File: config.mk
export PLATFORM = sky130hd
export DESIGN_NAME = mean_threshold_pixel_to_tone_unit
export DESIGN_NICKNAME = d
export VERILOG_FILES = /design/src/rtl/core/mttu_pkg.sv /design/src/rtl/core/mttu_div.sv /design/src/rtl/core/mttu_dp.sv /design/src/rtl/core/mttu_ctrl.sv /design/src/rtl/core/mean_threshold_pixel_to_tone_unit.sv
export SDC_FILE = /design/constraint.sdc
export NUM_CORES = 1
export LEC_CHECK = 0
export BUFFER_PORTS_ARGS = -buffer_cell sky130_fd_sc_hd__buf_4
export CAP_MARGIN = 20
export CELL_PAD_IN_SITES_DETAIL_PLACEMENT = 1
export CELL_PAD_IN_SITES_GLOBAL_PLACEMENT = 1
export CORE_AREA = 3 3 296 152
export DETAILED_ROUTE_END_ITERATION = 12
export DIE_AREA = 0 0 299 155
export GPL_ROUTABILITY_DRIVEN = 0
export PLACE_DENSITY_LB_ADDON = 0.1
export RECOVER_POWER = 50
export SLEW_MARGIN = 40
export SYNTH_ARGS = -nofsm -noshare
export SYNTH_HDL_FRONTEND = slang
export SYNTH_SLANG_ARGS = --single-unit
export TNS_END_PERCENT = 30
File: constraint.sdc
create_clock -name clk -period 11.2 [get_ports clk]
set_clock_uncertainty 0.15 [all_clocks]
set_input_delay 1.68 -clock clk [delete_from_list [all_inputs] [get_ports clk]]
set_output_delay 1.68 -clock clk [all_outputs]
set_load 0.02 [all_outputs]
File: src/rtl/core/mttu_pkg.sv
// Package for the mean threshold pixel to tone unit.
// Field widths, register indexes, defaults and the controller/datapath structs.
// No dependencies.
package mttu_pkg;

  localparam int PIX_W     = 8;
  localparam int CFG_W     = 13;
  localparam int CFG_IDX_W = 2;
  localparam int TONE_W    = 15;
  localparam int THR_W     = 8;
  localparam int STEP_W    = 13;
  localparam int OUT_W     = TONE_W + 1 + THR_W;
  localparam int DIV_Q_W   = STEP_W;

  localparam int MTTU_MAX_ROWS   = 4096;
  localparam int MTTU_MAX_PIXELS = 16777216;

  localparam logic [TONE_W-1:0] TONE_MAX = '1;
  localparam logic [THR_W-1:0]  THR_MAX  = '1;

  localparam logic [CFG_IDX_W-1:0] REG_HEIGHT = 2'd0;
  localparam logic [CFG_IDX_W-1:0] REG_BASE   = 2'd1;
  localparam logic [CFG_IDX_W-1:0] REG_SPAN   = 2'd2;

  localparam logic [CFG_W-1:0] HEIGHT_RST = 13'd256;
  localparam logic [CFG_W-1:0] BASE_RST   = 13'd2000;
  localparam logic [CFG_W-1:0] SPAN_RST   = 13'd3000;

  typedef struct packed {
    logic acc;        // accumulate the live pixel
    logic cls_live;   // classify the live pixel into the output register
    logic cls_held;   // classify the captured pixel into the output register
    logic capture;    // hold the live pixel for a pass switch
    logic div_go;     // start the divider
    logic div_step;   // 0: threshold operands, 1: row step operands
    logic load_thr;
    logic load_step;
    logic enter_cls;  // enter the classify pass, row back to zero
  } mttu_cmd_t;

  typedef struct packed {
    logic div_done;
    logic in_cls;
  } mttu_sts_t;

endpackage

File: src/rtl/core/mttu_div.sv
// Restoring divider, one quotient bit per cycle.
// Used for the rounded-up mean and the row step. Depends on nothing.
module mttu_div #(
  parameter int NUM_W = 34,
  parameter int DEN_W = 25,
  parameter int QUO_W = 13
) (
  input  logic             clk,
  input  logic             rst_n,
  input  logic             start,
  input  logic [NUM_W-1:0] num,
  input  logic [DEN_W-1:0] den,
  output logic             done,
  output logic [QUO_W-1:0] quot
);

  localparam int SH_W  = DEN_W + QUO_W - 1;
  localparam int CMP_W = (NUM_W > SH_W) ? NUM_W : SH_W;
  localparam int CNT_W = (QUO_W > 1) ? $clog2(QUO_W) : 1;

  logic             busy_r, busy_nxt;
  logic             done_r, done_nxt;
  logic [CNT_W-1:0] cnt_r, cnt_nxt;
  logic [NUM_W-1:0] rem_r, rem_nxt;
  logic [SH_W-1:0]  dsh_r, dsh_nxt;
  logic [QUO_W-1:0] quot_r, quot_nxt;
  logic [CMP_W-1:0] diff;
  logic             fits;

  assign fits = CMP_W'(rem_r) >= CMP_W'(dsh_r);
  assign diff = CMP_W'(rem_r) - CMP_W'(dsh_r);

  always_comb begin
    busy_nxt = busy_r;
    done_nxt = 1'b0;
    cnt_nxt  = cnt_r;
    rem_nxt  = rem_r;
    dsh_nxt  = dsh_r;
    quot_nxt = quot_r;
    if (start) begin
      busy_nxt = 1'b1;
      cnt_nxt  = CNT_W'(QUO_W - 1);
      rem_nxt  = num;
      dsh_nxt  = SH_W'(den) << (QUO_W - 1);
      quot_nxt = '0;
    end else if (busy_r) begin
      if (fits) begin
        rem_nxt = diff[NUM_W-1:0];
      end
      quot_nxt = {quot_r[QUO_W-2:0], fits};
      dsh_nxt  = dsh_r >> 1;
      cnt_nxt  = cnt_r - CNT_W'(1);
      if (cnt_r == '0) begin
        busy_nxt = 1'b0;
        done_nxt = 1'b1;
      end
    end
  end

  always_ff @(posedge clk) begin
    if (!rst_n) begin
      busy_r <= 1'b0;
      done_r <= 1'b0;
      cnt_r  <= '0;
    end else begin
      busy_r <= busy_nxt;
      done_r <= done_nxt;
      cnt_r  <= cnt_nxt;
    end
    rem_r  <= rem_nxt;
    dsh_r  <= dsh_nxt;
    quot_r <= quot_nxt;
  end

  assign done = done_r;
  assign quot = quot_r;

endmodule

File: src/rtl/core/mttu_dp.sv
// Datapath: config registers, sum and count, row counter, threshold, step, tone.
// Depends on mttu_pkg and mttu_div.
module mttu_dp #(
  parameter int MAX_ROWS   = mttu_pkg::MTTU_MAX_ROWS,
  parameter int MAX_PIXELS = mttu_pkg::MTTU_MAX_PIXELS
) (
  input  logic                           clk,
  input  logic                           rst_n,
  input  logic                           cfg_wr_en,
  input  logic [mttu_pkg::CFG_IDX_W-1:0] cfg_index,
  input  logic [mttu_pkg::CFG_W-1:0]     cfg_wdata,
  input  logic [mttu_pkg::PIX_W-1:0]     in_pix,
  input  mttu_pkg::mttu_cmd_t            cmd,
  output mttu_pkg::mttu_sts_t            sts,
  output logic [mttu_pkg::OUT_W-1:0]     out_data
);
  import mttu_pkg::*;

  localparam int CNT_W   = $clog2(MAX_PIXELS + 1);
  localparam int SUM_W   = CNT_W + PIX_W;
  localparam int ROW_W   = (MAX_ROWS > 1) ? $clog2(MAX_ROWS) : 1;
  localparam int HGT_W   = (ROW_W + 1 > CFG_W) ? ROW_W + 1 : CFG_W;
  localparam int NUM_W   = ((SUM_W > HGT_W) ? SUM_W : HGT_W) + 1;
  localparam int DEN_W   = (CNT_W > HGT_W) ? CNT_W : HGT_W;
  localparam int PROD_W  = ROW_W + STEP_W;
  localparam int TONE_CW = PROD_W + 1;

  logic [CFG_W-1:0]  height_r, base_r, span_r;
  logic [SUM_W-1:0]  sum_r, sum_nxt;
  logic [CNT_W-1:0]  cnt_r, cnt_nxt;
  logic [ROW_W-1:0]  row_r, row_nxt;
  logic [THR_W-1:0]  thr_r, thr_nxt;
  logic [STEP_W-1:0] step_r, step_nxt;
  logic              cls_r, cls_nxt;
  logic [PIX_W-1:0]  pix_r;
  logic [OUT_W-1:0]  out_r;

  logic [HGT_W-1:0]   h_eff;
  logic [SUM_W-1:0]   sum_base;
  logic [CNT_W-1:0]   cnt_base;
  logic [PIX_W-1:0]   pix_sel;
  logic               bright;
  logic [PROD_W-1:0]  prod;
  logic [TONE_CW-1:0] tone_sum;
  logic [TONE_W-1:0]  tone;
  logic [NUM_W-1:0]   div_num;
  logic [DEN_W-1:0]   div_den;
  logic               div_done;
  logic [DIV_Q_W-1:0] div_quot;

  always_comb begin
    if (height_r == '0) begin
      h_eff = HGT_W'(1);
    end else if (HGT_W'(height_r) > HGT_W'(MAX_ROWS)) begin
      h_eff = HGT_W'(MAX_ROWS);
    end else begin
      h_eff = HGT_W'(height_r);
    end
  end

  always_comb begin
    if (cmd.div_step) begin
      div_num = NUM_W'(span_r) + NUM_W'(h_eff) - NUM_W'(1);
      div_den = DEN_W'(h_eff);
    end else begin
      div_num = NUM_W'(sum_r) + NUM_W'(cnt_r) - NUM_W'(1);
      div_den = DEN_W'(cnt_r);
    end
  end

  mttu_div #(
    .NUM_W(NUM_W),
    .DEN_W(DEN_W),
    .QUO_W(DIV_Q_W)
  ) u_div (
    .clk  (clk),
    .rst_n(rst_n),
    .start(cmd.div_go),
    .num  (div_num),
    .den  (div_den),
    .done (div_done),
    .quot (div_quot)
  );

  assign sum_base = cls_r ? '0 : sum_r;
  assign cnt_base = cls_r ? '0 : cnt_r;
  assign pix_sel  = cmd.cls_held ? pix_r : in_pix;
  assign bright   = pix_sel >= thr_r;
  assign prod     = PROD_W'(row_r) * PROD_W'(step_r);
  assign tone_sum = TONE_CW'(base_r) + TONE_CW'(prod);

  always_comb begin
    if (!bright) begin
      tone = '0;
    end else if (tone_sum > TONE_CW'(TONE_MAX)) begin
      tone = TONE_MAX;
    end else begin
      tone = tone_sum[TONE_W-1:0];
    end
  end

  always_comb begin
    sum_nxt  = sum_r;
    cnt_nxt  = cnt_r;
    row_nxt  = row_r;
    thr_nxt  = thr_r;
    step_nxt = step_r;
    cls_nxt  = cls_r;
    if (cmd.acc) begin
      cls_nxt = 1'b0;
      sum_nxt = sum_base;
      cnt_nxt = cnt_base;
      if (cls_r) begin
        row_nxt = '0;
      end
      if (cnt_base < CNT_W'(MAX_PIXELS)) begin
        sum_nxt = sum_base + SUM_W'(in_pix);
        cnt_nxt = cnt_base + CNT_W'(1);
      end
    end
    if (cmd.load_thr) begin
      if (cnt_r == '0) begin
        thr_nxt = '0;
      end else if (div_quot > DIV_Q_W'(THR_MAX)) begin
        thr_nxt = THR_MAX;
      end else begin
        thr_nxt = div_quot[THR_W-1:0];
      end
    end
    if (cmd.load_step) begin
      step_nxt = div_quot;
    end
    if (cmd.enter_cls) begin
      cls_nxt = 1'b1;
      row_nxt = '0;
    end
    if (cmd.cls_live || cmd.cls_held) begin
      if (HGT_W'(row_r) + HGT_W'(1) >= h_eff) begin
        row_nxt = '0;
      end else begin
        row_nxt = row_r + ROW_W'(1);
      end
    end
  end

  always_ff @(posedge clk) begin
    if (!rst_n) begin
      height_r <= HEIGHT_RST;
      base_r   <= BASE_RST;
      span_r   <= SPAN_RST;
      sum_r    <= '0;
      cnt_r    <= '0;
      row_r    <= '0;
      thr_r    <= '0;
      step_r   <= '0;
      cls_r    <= 1'b0;
    end else begin
      if (cfg_wr_en) begin
        unique case (cfg_index)
          REG_HEIGHT: height_r <= cfg_wdata;
          REG_BASE:   base_r   <= cfg_wdata;
          REG_SPAN:   span_r   <= cfg_wdata;
          default: ;
        endcase
      end
      sum_r  <= sum_nxt;
      cnt_r  <= cnt_nxt;
      row_r  <= row_nxt;
      thr_r  <= thr_nxt;
      step_r <= step_nxt;
      cls_r  <= cls_nxt;
    end
    if (cmd.capture) begin
      pix_r <= in_pix;
    end
    if (cmd.cls_live || cmd.cls_held) begin
      out_r <= {thr_r, bright, tone};
    end
  end

  assign sts.div_done = div_done;
  assign sts.in_cls   = cls_r;
  assign out_data     = out_r;

endmodule

File: src/rtl/core/mttu_ctrl.sv
// Controller: input/output handshake, pass switch sequencing, output valid.
// Depends on mttu_pkg.
module mttu_ctrl (
  input  logic                clk,
  input  logic                rst_n,
  input  logic                in_tvalid,
  input  logic                in_req,
  output logic                in_tready,
  output logic                out_tvalid,
  input  logic                out_tready,
  input  mttu_pkg::mttu_sts_t sts,
  output mttu_pkg::mttu_cmd_t cmd
);
  import mttu_pkg::*;

  typedef enum logic [1:0] {
    S_RUN,
    S_THR,
    S_STEP,
    S_EMIT
  } state_t;

  state_t state_r, state_nxt;
  logic   out_vld_r, out_vld_nxt;
  logic   in_xfer;

  assign in_tready = (state_r == S_RUN) && (!out_vld_r || out_tready);
  assign in_xfer   = in_tvalid && in_tready;

  always_comb begin
    cmd       = '0;
    state_nxt = state_r;
    unique case (state_r)
      S_RUN: begin
        if (in_xfer) begin
          if (!in_req) begin
            cmd.acc = 1'b1;
          end else if (sts.in_cls) begin
            cmd.cls_live = 1'b1;
          end else begin
            cmd.capture = 1'b1;
            cmd.div_go  = 1'b1;
            state_nxt   = S_THR;
          end
        end
      end
      S_THR: begin
        if (sts.div_done) begin
          cmd.load_thr = 1'b1;
          cmd.div_go   = 1'b1;
          cmd.div_step = 1'b1;
          state_nxt    = S_STEP;
        end
      end
      S_STEP: begin
        cmd.div_step = 1'b1;
        if (sts.div_done) begin
          cmd.load_step = 1'b1;
          cmd.enter_cls = 1'b1;
          state_nxt     = S_EMIT;
        end
      end
      S_EMIT: begin
        cmd.cls_held = 1'b1;
        state_nxt    = S_RUN;
      end
      default: state_nxt = S_RUN;
    endcase
  end

  always_comb begin
    out_vld_nxt = out_vld_r;
    if (cmd.cls_live || cmd.cls_held) begin
      out_vld_nxt = 1'b1;
    end else if (out_tready) begin
      out_vld_nxt = 1'b0;
    end
  end

  always_ff @(posedge clk) begin
    if (!rst_n) begin
      state_r   <= S_RUN;
      out_vld_r <= 1'b0;
    end else begin
      state_r   <= state_nxt;
      out_vld_r <= out_vld_nxt;
    end
  end

  assign out_tvalid = out_vld_r;

endmodule

File: src/rtl/core/mean_threshold_pixel_to_tone_unit.sv
// Top level of the mean threshold pixel to tone unit.
// Depends on mttu_pkg, mttu_ctrl, mttu_dp (which holds mttu_div).
//
//  channel | direction | payload                                   | handshake
//  in_     | slave     | tdata: pixel_value; tuser: req_type        | tvalid/tready
//  out_    | master    | tdata: tone_freq, is_bright, threshold_used | tvalid/tready
//  cfg_    | write     | index 0 height, 1 base, 2 span             | wr_en
//
// Accumulate transfers and the later classify transfers of a pass do not use the divider.
// The first classify transfer of a pass first runs two 13-step divisions
// in the shared restoring divider, threshold then row step, then the tone.
// Reset is synchronous; config returns to defaults, no clearing pass.
// A held result blocks further input until it is taken.
module mean_threshold_pixel_to_tone_unit #(
  parameter int MAX_ROWS   = mttu_pkg::MTTU_MAX_ROWS,
  parameter int MAX_PIXELS = mttu_pkg::MTTU_MAX_PIXELS
) (
  input  logic                           clk,
  input  logic                           rst_n,
  input  logic                           cfg_wr_en,
  input  logic [mttu_pkg::CFG_IDX_W-1:0] cfg_index,
  input  logic [mttu_pkg::CFG_W-1:0]     cfg_wdata,
  input  logic                           in_tvalid,
  output logic                           in_tready,
  input  logic [mttu_pkg::PIX_W-1:0]     in_tdata,   // [7:0] pixel_value
  input  logic                           in_tuser,   // [0] req_type
  output logic                           out_tvalid,
  input  logic                           out_tready,
  output logic [mttu_pkg::OUT_W-1:0]     out_tdata   // [14:0] tone_freq, [15] is_bright,
                                                     // [23:16] threshold_used
);
  import mttu_pkg::*;

  mttu_cmd_t cmd;
  mttu_sts_t sts;

  mttu_ctrl u_ctrl (
    .clk       (clk),
    .rst_n     (rst_n),
    .in_tvalid (in_tvalid),
    .in_req    (in_tuser),
    .in_tready (in_tready),
    .out_tvalid(out_tvalid),
    .out_tready(out_tready),
    .sts       (sts),
    .cmd       (cmd)
  );

  mttu_dp #(
    .MAX_ROWS  (MAX_ROWS),
    .MAX_PIXELS(MAX_PIXELS)
  ) u_dp (
    .clk      (clk),
    .rst_n    (rst_n),
    .cfg_wr_en(cfg_wr_en),
    .cfg_index(cfg_index),
    .cfg_wdata(cfg_wdata),
    .in_pix   (in_tdata),
    .cmd      (cmd),
    .sts      (sts),
    .out_data (out_tdata)
  );

endmodule

## Word-level counts from Yosys, hierarchy flattened

Index checks and enable logic that the tools add are counted.

| operators by class | value |
|---|---|
| bitwise operators | 2 |
| equal/unequal tests | 10 |
| reduce and logical (&&, ||, !) cells | 24 |
| muxes and demuxes | 54 |
| $add $sub $neg | 11 |
| multipliers | 1 |
| order comparisons | 7 |

Operator list:

| operator | number |
|---|---|
| two-way mux 34 bit | 4 |
| two-way mux 25 bit | 3 |
| two-way mux 37 bit | 2 |
| subtractor 34 x 1 -> 34 bit (second input constant) | 2 |
| two-way mux 33 bit | 2 |
| two-way mux 12 bit | 5 |
| greater-or-equal comparator 34 x 37 -> 1 bit | 1 |
| adder 33 x 25 -> 34 bit | 1 |
| subtractor 34 bit | 1 |
| adder 33 x 8 -> 33 bit | 1 |
| adder 13 x 25 -> 26 bit | 1 |
| greater-than comparator 26 x 15 -> 1 bit (second input constant) | 1 |
| two-way mux 13 bit | 2 |
| adder 25 x 1 -> 25 bit (second input constant) | 1 |
| logical NOT 25 bit | 1 |
| < comparator 25 bit (second input constant) | 1 |
| multiplier 12 x 13 -> 25 bit | 1 |
| two-way mux 2 bit | 12 |
| two-way mux 8 bit | 3 |
| two-way mux 15 bit | 1 |
| adder 13 x 13 -> 14 bit | 1 |
| two-way mux 1 bit | 14 |
| adder 12 x 1 -> 13 bit (second input constant) | 1 |
| greater-or-equal comparator 13 bit | 1 |
| other kinds (26) | 46 |

| word-level totals | value |
|---|---|
| logic and storage cells | 131 |
| output and inout bits | 26 |
| bits of input ports | 29 |
| register bits | 256 |

## Longest topological paths before layout

| depth | value |
|---|---|
| word-level depth | 9 |
| gate-level depth with buffers | 25 |

## By module

A second synthesis with hierarchy kept.

| second synthesis, totals | value |
|---|---|
| cells, all modules | 2844 |
| area total of the unflattened synthesis | 23558.8 um2 |

By module, submodules not included:

| module | cells each | instances | seq. area each (um2) | area an instance (um2) |
|---|---|---|---|---|
| mttu_dp | 2193 | 1 | 3583.4 | 17633.2 |
| mttu_div | 616 | 1 | 2392.3 | 5635.4 |
| mttu_ctrl | 35 | 1 | 60.1 | 290.3 |

## Worst setup path before layout

No wires, ideal clock.

| timing | value |
|---|---|
| kind | register to register |
| start point | reg u_dp.row_r[5] |
| end point | reg u_dp.out_r[14], in the netlist u_dp.out_data[14], data pin |
| buffers on the path | 3 |
| clock period less this slack | 6229 ps |
| data required time | 10780 ps |
| library setup time | 270 ps |
| stages on the path, launching flop included | 24 |
| arrival time | 5809 ps |
| slack | 4971 ps |
| cells stage by stage | dfxtp_1 -> clkbuf_1 -> clkbuf_1 -> nand2_1 -> fa_1 -> fa_1 -> inv_1 -> fa_1 -> fa_1 -> inv_1 -> fa_1 -> inv_1 -> ha_1 -> a21o_1 -> a21oi_1 -> o21ai_0 -> a2111oi_0 -> nand2_1 -> o21bai_1 -> nor4_1 -> nand4_1 -> nor4_4 -> buf_6 -> a21oi_1 |

| between the ends | value |
|---|---|
| longest elaborated chain between the ends | 4 |

Ends and longest elaborated chain:

| item | line | RTL |
|---|---|---|
| start, declared | mttu_dp.sv:31 | `logic [ROW_W-1:0] row_r, row_nxt;` |
| start signal, assigned | mttu_dp.sv:168 | `row_r <= row_nxt;` |
| multiplier 12 x 13 -> 25 bit (*) | mttu_dp.sv:89 | `assign prod = PROD_W'(row_r) * PROD_W'(step_r);` |
| adder 13 x 25 -> 26 bit (*) | mttu_dp.sv:90 | `assign tone_sum = TONE_CW'(base_r) + TONE_CW'(prod);` |
| greater-than comparator 26 x 15 -> 1 bit | mttu_dp.sv:95 | `end else if (tone_sum > TONE_CW'(TONE_MAX)) begin` |
| two-way mux 15 bit (*) | mttu_dp.sv:95 |  |
| end signal, assigned | mttu_dp.sv:177 | `out_r <= {thr_r, bright, tone};` |
| end, declared | mttu_dp.sv:36 | `logic [OUT_W-1:0] out_r;` |

Every way passes the cells marked *; elsewhere a longest branch is shown, timed or not.
A chain may end at the register's enable or synchronous reset.

## Worst setup path after layout

| timing | value |
|---|---|
| start point | in rst_n |
| end point | reg u_dp.step_r[1] |

RTL lines:

| item | line | RTL |
|---|---|---|
| start, declared | mean_threshold_pixel_to_tone_unit.sv:19 | `input logic rst_n,` |
| end signal, assigned | mttu_dp.sv:170 | `step_r <= step_nxt;` |
| end, declared | mttu_dp.sv:33 | `logic [STEP_W-1:0] step_r, step_nxt;` |

No word-level cell between the ends.

==> results.txt <==
Pin placement for this block handled 55 I/O pins. The run gives 19922 as the via count of the first global-routing pass. Net switching is 38.1% of the power. Site row count: 53. At the pin with the least slew margin, the transition time is 3570 ps. The number of antenna violations at the first check in global routing is 1. Category of cells accounting for the largest share of critical-path delay: buffers and inverters. Buffers added to address setup during post-CTS repair amount to 0. The share of total power dissipated in the clock network is 25.9%. In this run the remaining antenna-violating nets after routing total 0.

After synthesis, the netlist uses 85 different library cells. For the worst setup path, the data required time is 11470 ps. The later pin in the worst-skew pair is clocked with a latency of 580 ps.

For this run, the register share of the synthesized area comes to 26.8%. Synthesis produced a netlist with a net count of 3106. The detailed router finished its first iteration with 929 violations. The cell depth of the worst hold path came out at 2.

The tools report the root buffer selected by CTS as clkbuf_16. The number of enable flip-flop cells after synthesis was 91. The delay of the slowest critical-path stage is 2120 ps, and the critical path depth is 4. The smallest clock period supported by the final layout is computed as 7410 ps. The end-of-flow core utilization was 57.1%.

Synthesized instance count: 2734. The total area inside the core boundary comes to 42200 um^2. Leaving out fill and tap cells, the most frequent cell in the layout is inv_1. For this design the total switching power over the nets is 1360 uW. Most frequently used flop master after synthesis: dfxtp_1.

The run gives 22600 um^2 as the post-synth design cell area. In this run the static leakage power is 0.0107 uW. The logs give 153 for the max-slew violation count and 113 uV for the worst vdd rail ir drop. The number of buffers and inverters on the critical path is 3. For this run, the top clock speed supported by timing is 135 MHz. The die area was 46300 um^2; the depth of the worst register-to-register path was 21. The die is 155 um tall. Once detailed placement completed, the half-perimeter wirelength came to 49300 um. TritonCTS created 27 clock buffers. In the final routed layout, each cell accounts on average for 19.3 um. For this design, the CTS-stage hold fixing added 0 buffers.

The number of nets in the finished design was 3086; the wire length on met1 was 29900 um. For the total length of routed wires, the log shows 64100 um. The top cell types in the final layout, fill and taps aside, are inv_1, nand2_1, a21oi_1, ha_1, nor2_1. The count of H-tree levels built during CTS came out at 1. The proportion of power drawn by combinational gates was 41.0%.

The filler cells instantiated in the layout total 5157. The number of buffers between clock root and the deepest sink is 3. The power density normalized to cell area works out to 148 nW/um^2.

The worst setup path is captured at a flip-flop. The logs give 0 for the number of hold-slack violations in the final timing report and 27.6% for the global-route total usage across every layer. Signal routing reaches up to met4.

The classification of the worst-slack hold path was reg -> reg. The worst pin sits at a relative slew slack of -138%. The run gives 0 as the DRC violations left. From synthesis to final layout, the design area changed by 6.84%. The filler-free cell count of the finished design is 3312, and the number of violations of the max-capacitance limit is 3. After routing, the total negative slack on setup checks comes to 0 ps.

The peak fanout along the critical path came out at 72. STA classifies the critical path startpoint as a primary input. The post-route netlist has 4.50% of its cells at a drive strength greater than 1. Gates resized during post-CTS repair numbered 0. The signal on the critical path passes through clkbuf_1 > clkinvlp_2 > clkbuf_1 > a21oi_1.

Data on the critical path arrives at its endpoint at 7680 ps. TritonCTS built the clock tree. The total via count in the routed design was 19053. Critical path class: in -> reg. During synthesis, Yosys emitted a total of 0 warnings. The count of buffers added on input and output ports is 54.

The most frequent cell on the critical path is clkbuf_1. In this run, placement finished with an instance count of 3261. The first global-routing pass estimated 105000 um of wire. Dividing the synthesized area by the synthesized cell count gives 8.25 um^2.

The run finished, with violations left. Internal power comes to 2220 uW. The checks that failed: capacitance limit, slew limit.

For this run the aggregate overflow at the end of global routing stands at 0. The vias per cell is 5.75. Setup repair after global routing left no endpoint under its margin. The largest individual stage delay along the critical path comes from the cell clkinvlp_2. The final period utilization came out at 66.2%.

The routed wire length on met2 is 31000 um, and the initial cell density of the core is 53.5%. The repair_antennas step left the layout with diodes totalling 0. CTS saw 256 sinks. Clock-pin slew was measured on the worst setup and hold paths at 70 ps. The largest net degree at the start of global routing is 73. The first TritonRoute pass finished after 5 iterations.

The number of flip-flops and latches in the synthesized netlist came out at 256. Summed over all nets, wire length on met3 after detailed routing comes to 2180 um. The die width was 299 um; the post-synthesis async set-or-reset flop share was 0%. The share of total power dissipated in sequential elements is 33.2%.

Setup violations remaining at the end of the flow were counted as 0.
## metrics by stage
step                      worst slack [ps]  area (um^2)  hold WS [ps]  total power [uW]
after floorplan                       4970        22600           280              2280
final                                 3790        24100           302              3580
after global placement                4510        23300           289              2610
after detailed placement              4270        23400           295              2650
after CTS                             4270        24200           304              3580
after global routing                  3430        24100           332              3810
## power by group through the flow
stage / Clock [uW] / Combinational [uW] / Sequential, uW
final: 925 / 1470 / 1190
after global routing: 979 / 1630 / 1200
after CTS: 938 / 1460 / 1190
after detailed placement: 0 / 1450 / 1210
after global placement: 0 / 1410 / 1200
after floorplan: 0 / 1100 / 1180
## kinds of logic after synthesis
| kind of cell | synth area share (%) |
|---|---|
| AO/OA/AOI/OAI | 15.1 |
| XOR/XNOR | 5.71 |
| adder cells (fa/ha/maj) | 23.3 |
| buffers and inverters | 8.59 |
| flip-flops | 26.8 |
| multiplexers | 1.85 |
| AND/OR/NAND/NOR | 18.7 |
## registers in the layout, summed over array words and instances, names as in the netlist, 4 cells and up
register / cells
u_dp.base_r: 13
u_dp.cnt_r: 25
u_dp.height_r: 13
u_dp.out_data: 24
u_dp.pix_r: 8
u_dp.row_r: 12
u_dp.span_r: 13
u_dp.step_r: 13
u_dp.sum_r: 33
u_dp.thr_r: 8
u_dp.u_div.cnt_r: 4
u_dp.u_div.dsh_r: 37
u_dp.u_div.quot: 13
u_dp.u_div.rem_r: 34
## synthesized netlist by cell type, types with 18 or more instances
master | count | area (um^2)
nor2_1 | 196 | 736
and2_1 | 93 | 582
mux2i_1 | 35 | 350
a31oi_1 | 21 | 131
xor2_1 | 72 | 631
a211oi_1 | 21 | 158
and3_1 | 22 | 138
nor3_1 | 41 | 205
nand2b_1 | 19 | 119
edfxtp_1 | 91 | 2730
o211ai_1 | 27 | 203
a21o_1 | 50 | 375
fa_1 | 127 | 2540
nand3_1 | 71 | 355
o21bai_1 | 18 | 135
ha_1 | 216 | 2700
clkbuf_1 | 101 | 379
dfxtp_1 | 165 | 3300
nand2_1 | 336 | 1260
xnor2_1 | 75 | 657
o21ai_0 | 76 | 380
inv_1 | 397 | 1490
nand4_1 | 33 | 206
a21oi_1 | 234 | 1170
## area by class of cell
type | count | area, um^2 | share of cell area, %
well taps | 577 | 722 | 3.00
clock buffers | 39 | 782 | 3.24
clock inverters | 11 | 91.3 | 0.379
flip-flops and latches | 256 | 6040 | 25.0
repair buffers | 66 | 360 | 1.50
inverters | 397 | 1490 | 6.19
multi-input cells | 1966 | 14600 | 60.6
## per-layer routing
metal / vias to the layer above / global-route usage (%)
met5: - / 0
met4: 0 / 4.72
met3: 76 / 2.58
met2: 326 / 49.3
met1: 9557 / 37.2
li1: 9094 / -
## final timing paths
path | slack, ps | end | from
max | 3790 | u_dp.step_r[1] | rst_n
min | 300 | u_dp.sum_r[4] | u_dp.sum_r[4]
max reg2reg | 4390 | u_dp.out_data[8] | u_dp.row_r[8]
min reg2reg | 300 | u_dp.sum_r[4] | u_dp.sum_r[4]
## worst min-delay path, delay by kind of cell (launching register included)
family | cells | cell delay [ps]
and+or+nand+nor | 1 | 50
DFF | 1 | 310
AOI/OAI and AO/OA | 1 | 50
Note: power is estimated with default switching activity, not from simulation.
